<file path="config.mk">
export PLATFORM = sky130hd
export DESIGN_NAME = gab_mac
export DESIGN_NICKNAME = d
export VERILOG_FILES = /design/src/hw/rtl/gemm_alpha_beta_unit_defines.svh /design/src/hw/rtl/gab_pkg.sv /design/src/hw/rtl/gab_mac.sv
export SDC_FILE = /design/constraint.sdc
export NUM_CORES = 2
export LEC_CHECK = 0
export ABC_AREA = 1
export BUFFER_PORTS_ARGS = -buffer_cell sky130_fd_sc_hd__clkbuf_2
export CELL_PAD_IN_SITES_DETAIL_PLACEMENT = 1
export CELL_PAD_IN_SITES_GLOBAL_PLACEMENT = 2
export CORE_ASPECT_RATIO = 1.4
export CORE_MARGIN = 1.5
export CORE_UTILIZATION = 25
export CTS_BUF_LIST = sky130_fd_sc_hd__clkbuf_8
export CTS_CLUSTER_SIZE = 16
export DETAILED_ROUTE_END_ITERATION = 7
export PLACE_DENSITY = 0.55
export SYNTH_ARGS = -nofsm -noshare
export SYNTH_HDL_FRONTEND = slang
export SYNTH_SLANG_ARGS = --single-unit
</file>
<file path="constraint.sdc">
create_clock -name clk_i -period 8.4 [get_ports clk_i]
set_input_delay 1.26 -clock clk_i [delete_from_list [all_inputs] [get_ports clk_i]]
set_output_delay 1.26 -clock clk_i [all_outputs]
set_load 0.1 [all_outputs]
</file>
<file path="src/hw/rtl/gemm_alpha_beta_unit_defines.svh">
// Assertion macros used by the top-level RTL file.
`ifndef GEMM_ALPHA_BETA_UNIT_DEFINES_SVH
`define GEMM_ALPHA_BETA_UNIT_DEFINES_SVH

`ifndef NO_ASSERTIONS
`define GAB_ASSERT_IMPL(label, clk, rst_n, ante, cons) \
  label: assert property (@(posedge clk) disable iff (!(rst_n)) (ante) |-> (cons)) \
    else $error("assertion failed");
`define GAB_ASSERT_NEXT(label, clk, rst_n, ante, cons) \
  label: assert property (@(posedge clk) disable iff (!(rst_n)) (ante) |=> (cons)) \
    else $error("assertion failed");
`else
`define GAB_ASSERT_IMPL(label, clk, rst_n, ante, cons)
`define GAB_ASSERT_NEXT(label, clk, rst_n, ante, cons)
`endif

`endif

</file>
<file path="src/hw/rtl/gab_pkg.sv">
package gab_pkg;

  localparam int MAX_ROWS  = 128;
  localparam int MAX_COLS  = 128;
  localparam int MAX_INNER = 64;

  localparam int ROW_W   = $clog2(MAX_ROWS);
  localparam int COL_W   = $clog2(MAX_COLS);
  localparam int INNER_W = $clog2(MAX_INNER);

  localparam int A_DEPTH = MAX_ROWS * MAX_INNER;
  localparam int B_DEPTH = MAX_INNER * MAX_COLS;
  localparam int C_DEPTH = MAX_ROWS * MAX_COLS;

  localparam int SUM_W = 38;
  localparam int RND_W = 26;
  localparam int SA_W  = 42;
  localparam int SC_W  = 48;
  localparam int TOT_W = 49;

  typedef enum logic [1:0] {
    OP_LOAD_A = 2'd0,
    OP_LOAD_B = 2'd1,
    OP_LOAD_C = 2'd2,
    OP_READ   = 2'd3
  } op_e;

  typedef enum logic [1:0] {
    ST_OK    = 2'd0,
    ST_RANGE = 2'd1,
    ST_SAT   = 2'd2
  } status_e;

  typedef enum logic [2:0] {
    REG_ROWS  = 3'd0,
    REG_COLS  = 3'd1,
    REG_INNER = 3'd2,
    REG_ALPHA = 3'd3,
    REG_BETA  = 3'd4
  } reg_e;

  typedef struct packed {
    logic              a_we;
    logic              b_we;
    logic              c_we;
    logic [ROW_W-1:0]  row;
    logic [COL_W-1:0]  col;
    logic [31:0]       data;
  } gab_wr_t;

  typedef struct packed {
    logic valid;
    logic last;
    logic zero;
  } gab_issue_t;

  typedef struct packed {
    logic        valid;
    logic        sat;
    logic [31:0] value;
  } gab_res_t;

endpackage

</file>
<file path="src/hw/rtl/gab_mac.sv">
module gab_mac (
  input  logic                clk_i,
  input  logic                rst_ni,
  input  logic                start_i,
  input  gab_pkg::gab_issue_t issue_i,
  input  logic [15:0]         a_rdata_i,
  input  logic [15:0]         b_rdata_i,
  input  logic [31:0]         c_rdata_i,
  input  logic [15:0]         alpha_i,
  input  logic [15:0]         beta_i,
  input  logic                take_i,
  output gab_pkg::gab_res_t   res_o
);
  import gab_pkg::*;

  logic               rd_v_q, rd_last_q, rd_zero_q;
  logic               prod_v_q, prod_last_q;
  logic signed [31:0] prod_q;
  logic signed [SUM_W-1:0] acc_q;
  logic               sum_v_q;
  logic signed [SA_W-1:0] sa_q;
  logic signed [SC_W-1:0] sc_q;
  logic               scl_v_q;
  logic               res_valid_q;
  logic               res_sat_q;
  logic [31:0]        res_value_q;

  logic signed [31:0]      prod_d;
  logic signed [SUM_W-1:0] rnd_full;
  logic signed [RND_W-1:0] rnd;
  logic signed [TOT_W-1:0] total;
  logic signed [TOT_W-9:0] shifted;
  logic                    ovf_hi, ovf_lo;

  assign prod_d   = rd_zero_q ? 32'sd0 : $signed(a_rdata_i) * $signed(b_rdata_i);
  assign rnd_full = acc_q + SUM_W'(2048);
  assign rnd      = rnd_full[SUM_W-1:12];
  assign total    = TOT_W'(sa_q) + TOT_W'(sc_q);
  assign shifted  = total[TOT_W-1:8];
  assign ovf_hi   = !shifted[TOT_W-9] && (shifted[TOT_W-10:31] != '0);
  assign ovf_lo   = shifted[TOT_W-9] && (shifted[TOT_W-10:31] != '1);

  always_ff @(posedge clk_i or negedge rst_ni) begin
    if (!rst_ni) begin
      rd_v_q      <= 1'b0;
      rd_last_q   <= 1'b0;
      rd_zero_q   <= 1'b0;
      prod_v_q    <= 1'b0;
      prod_last_q <= 1'b0;
      sum_v_q     <= 1'b0;
      scl_v_q     <= 1'b0;
      res_valid_q <= 1'b0;
    end else begin
      rd_v_q      <= issue_i.valid;
      rd_last_q   <= issue_i.valid && issue_i.last;
      rd_zero_q   <= issue_i.zero;
      prod_v_q    <= rd_v_q;
      prod_last_q <= rd_last_q;
      sum_v_q     <= prod_v_q && prod_last_q;
      scl_v_q     <= sum_v_q;
      if (scl_v_q) begin
        res_valid_q <= 1'b1;
      end else if (take_i) begin
        res_valid_q <= 1'b0;
      end
    end
  end

  always_ff @(posedge clk_i) begin
    prod_q <= prod_d;
    if (start_i) begin
      acc_q <= '0;
    end else if (prod_v_q) begin
      acc_q <= acc_q + SUM_W'(prod_q);
    end
    if (sum_v_q) begin
      sa_q <= $signed(alpha_i) * rnd;
      sc_q <= (beta_i != '0) ? $signed(beta_i) * $signed(c_rdata_i) : $signed(SC_W'(0));
    end
    if (scl_v_q) begin
      res_sat_q <= ovf_hi || ovf_lo;
      if (ovf_hi) begin
        res_value_q <= 32'h7fff_ffff;
      end else if (ovf_lo) begin
        res_value_q <= 32'h8000_0000;
      end else begin
        res_value_q <= shifted[31:0];
      end
    end
  end

  assign res_o = {res_valid_q, res_sat_q, res_value_q};

endmodule

</file>
==> impl_summary.log <==
INFO  metric status = complete, no violations
INFO  metric grt_pass1_vias = 53000
INFO  metric final_net_count = 9041
INFO  metric ys_ff_latch = 201
INFO  metric via_per_inst = 4.38
INFO  metric worstHoldPathType = reg -> reg
INFO  metric yosysSeqAreaShare = 9.35%
INFO  metric detailedRoute.firstIterationViolations = 1554
INFO  metric syn_inst = 7316
INFO  metric dr_total_vias = 45800
INFO  metric wire_per_inst = 20.1 um
INFO  metric layout-area-overhead-vs-synth = 9.94%
INFO  metric die-height = 566 um
INFO  metric worstPathMaxFanout = 8
INFO  metric highest_layer = met4
INFO  metric globalRouteTotalUtil = 18.7%
INFO  metric layout.cells.most_common_list = sky130_fd_sc_hd__inv_1 (1995), sky130_fd_sc_hd__nand2_1 (1722), sky130_fd_sc_hd__fa_1 (1151)
INFO  metric antenna_found_initial = 5
INFO  metric placeableCoreArea = 0.225 mm2
INFO  metric report.final.slew_viol_count = 0
INFO  metric met1Wirelength = 88100 um
INFO  metric synth-edff-count = 123
INFO  metric htree_levels = 2
INFO  metric cts.sinks = 201
INFO  metric avgSynthCellArea = 7.74 um2
INFO  metric portbufs = 136
INFO  metric antenna_left = 0
INFO  metric max_cap_violations = 0
INFO  metric rows = 206
INFO  metric synth.largest_area_cell = sky130_fd_sc_hd__fa_1
INFO  metric cpMaxStageDelayCell = sky130_fd_sc_hd__fa_1
INFO  metric drt_pass1_iterations = 5
INFO  metric endpoint_arrival_time_on_the_critical_path = 8.36 ns
INFO  metric timing_worst_slew_pin_value = 1.28 ns
INFO  metric ctsLongestPathBuffers = 3
INFO  metric totalNegativeSetupSlack = 0 ns
INFO  metric first_pass_grt_wire_length = 325000 um
INFO  metric met3WireLength = 3160 um
INFO  metric final_number_of_setup_violating_endpoints = 0
INFO  metric area_share_of_the_leading_cell_type_in_the_synthesized_netlist = 40.7%
INFO  metric cts-root-buf = sky130_fd_sc_hd__clkbuf_8
INFO  metric slew_headroom = 13.8%
INFO  metric share_of_final_layout_standard_cells_stronger_than_drive_strength_1 = 6.17%
INFO  metric global_route.overflow_total = 0
INFO  metric total_routed_length = 210000 um
INFO  metric grt_start_max_net_pins = 52
INFO  metric worst_setup_path_start_kind = flop
INFO  metric cts_tree = built
INFO  metric globalplace.congestion = 0.850
INFO  metric critical_path.endpoint_type = flop
INFO  metric post_synth_main_area_contributors = sky130_fd_sc_hd__fa_1 (41%), sky130_fd_sc_hd__inv_1 (13%), sky130_fd_sc_hd__nand2_1 (11%)
INFO  metric synth-warning-count = 0
INFO  metric period_needed = 7.97 ns
INFO  metric clock_slew_at_the_register_clock_pins_of_the_worst_setup_and_hold_paths = 0.07 ns
INFO  metric critical_path.max_stage_delay = 0.71 ns
INFO  metric asyncSetResetFlopFracSynth = 3.98%
INFO  metric fill_cell_count = 27200
INFO  metric critical_path_required = 8.79 ns
INFO  metric netlist-cell-type-count = 55
INFO  metric final-hold-violation-count = 0
INFO  metric detail_route.drc_violations = 0
INFO  metric synth.net_count = 8953
INFO  metric most_common_cell_after_layout_fill_and_taps_aside = sky130_fd_sc_hd__inv_1
INFO  metric combined_buffer_and_inverter_count_along_the_critical_path = 6
INFO  metric initial_utilization = 25.2%
INFO  metric timing.final.crit_share = 94.9%
INFO  metric finish.cell_count_without_fillers = 10500
INFO  metric final.setup_skew = 0.0736 ns
INFO  metric cts-buffers-inserted = 40
INFO  metric dpl.hpwl = 182000 um
INFO  metric critical_path.top_delay_family = adder cells
INFO  metric fin_util = 27.7%
INFO  metric ioPinCount = 137
INFO  metric synth_area = 0.0567 mm2
INFO  metric clk-insertion-delay-late = 0.70 ns
INFO  metric met2_length = 113000 um
INFO  metric fin_hold_ws = 0.349 ns
INFO  metric rsz_0062_raised_after_global_routing = no
INFO  metric maxClockFrequency = 125 MHz
INFO  metric cts_hold_repair.buffers = 0
INFO  metric place.detailed.instances = 10400
INFO  metric chipWidth = 405 um
INFO  metric dominantRegCellSynth = sky130_fd_sc_hd__edfxtp_1
INFO  metric critical_path_class = reg -> reg
INFO  metric fp.dieArea = 0.230 mm2
==> metal layers <==
metal	up-vias	global-route usage [%]
li1	21500	-
met3	191	0.770
met5	-	0
met2	469	35.9
met1	23600	22.3
met4	0	4.74
==> cell type report <==
cell class / count / area, um2 / area share [%]
Multi-Input combinational cell: 4881 / 42900 / 68.9
Antenna cell: 3 / 7.51 / 0.0121
Sequential cell: 201 / 5300 / 8.51
Inverter: 2024 / 7610 / 12.2
Clock buffer: 45 / 619 / 0.994
Timing Repair Buffer: 256 / 1690 / 2.72
Clock inverter: 28 / 352 / 0.565
Tap cell: 3016 / 3770 / 6.06
==> per-stage QoR <==
step / area (um2) / setup slack (ns)
2_1_floorplan: 56700 / 1.50
3_3_place_gp: 61200 / 0.311
3_5_place_dp: 61200 / 0.277
4_1_cts: 62200 / 0.190
5_1_grt: 62300 / 0.00498
6_report: 62300 / 0.431
==> worst reg2reg max path: cells and delay by family, from the launching register on <==
| kind | cells | cell delay, ns |
|---|---|---|
| compound gates | 2 | 0.56 |
| flops | 1 | 0.40 |
| buf+inv | 6 | 0.98 |
| fa+ha+maj | 7 | 3.54 |
| xor+xnor | 1 | 0.13 |
| simple gates | 9 | 2.05 |
==> what timing repair did <==
action                                  CTS  global route
endpoints found under the setup margin    0            14
setup buffers                             0             6
gates resized for setup                   0            10
==> final timing paths <==
kind | startpoint | endpoint | slack (ns) | cells past startpoint
min in group asynchronous | rst_ni | res_valid_q | 0.52 | 1
worst min-delay path | rd_last_q | prod_last_q | 0.35 | 0
max in group asynchronous | rst_ni | rd_v_q | 7.47 | 1
worst max register to register | acc_q[13] | sa_q[40] | 0.43 | 25
worst max-delay path | acc_q[13] | sa_q[40] | 0.43 | 25
worst min register to register | rd_last_q | prod_last_q | 0.35 | 0
==> cells in the mapped netlist (40+ instances only) <==
library cell / count
sky130_fd_sc_hd__o21ai_0: 190
sky130_fd_sc_hd__xnor2_1: 53
sky130_fd_sc_hd__a21oi_1: 287
sky130_fd_sc_hd__ha_1: 383
sky130_fd_sc_hd__inv_1: 1991
sky130_fd_sc_hd__nand2_1: 1723
sky130_fd_sc_hd__nor2_1: 517
sky130_fd_sc_hd__fa_1: 1151
sky130_fd_sc_hd__nand3_1: 131
sky130_fd_sc_hd__xor2_1: 74
sky130_fd_sc_hd__edfxtp_1: 123
sky130_fd_sc_hd__a31oi_1: 40
sky130_fd_sc_hd__or2_2: 57
sky130_fd_sc_hd__clkbuf_1: 198
sky130_fd_sc_hd__dfxtp_1: 70
==> sequential cells by signal, summed over array words and instances, names as in the netlist, 32 cells and up <==
signal       count
res_value_q     32
acc_q           38
sa_q            42
prod_q          32
sc_q            48
==> cells by family (layout without fill, tap and decap cells) <==
group | Yosys count | after routing | synth area share [%]
buf+inv | 2234 | 2353 | 14.9
xor+xnor | 128 | 128 | 2.01
flops | 201 | 201 | 9.35
simple gates | 2581 | 2581 | 18.3
fa+ha+maj | 1534 | 1534 | 49.1
compound gates | 638 | 638 | 6.28
other cells | 0 | 3 | 0
Power is not shown: default switching activity piles up to over one toggle a cycle in this logic, so the estimate is an artifact.
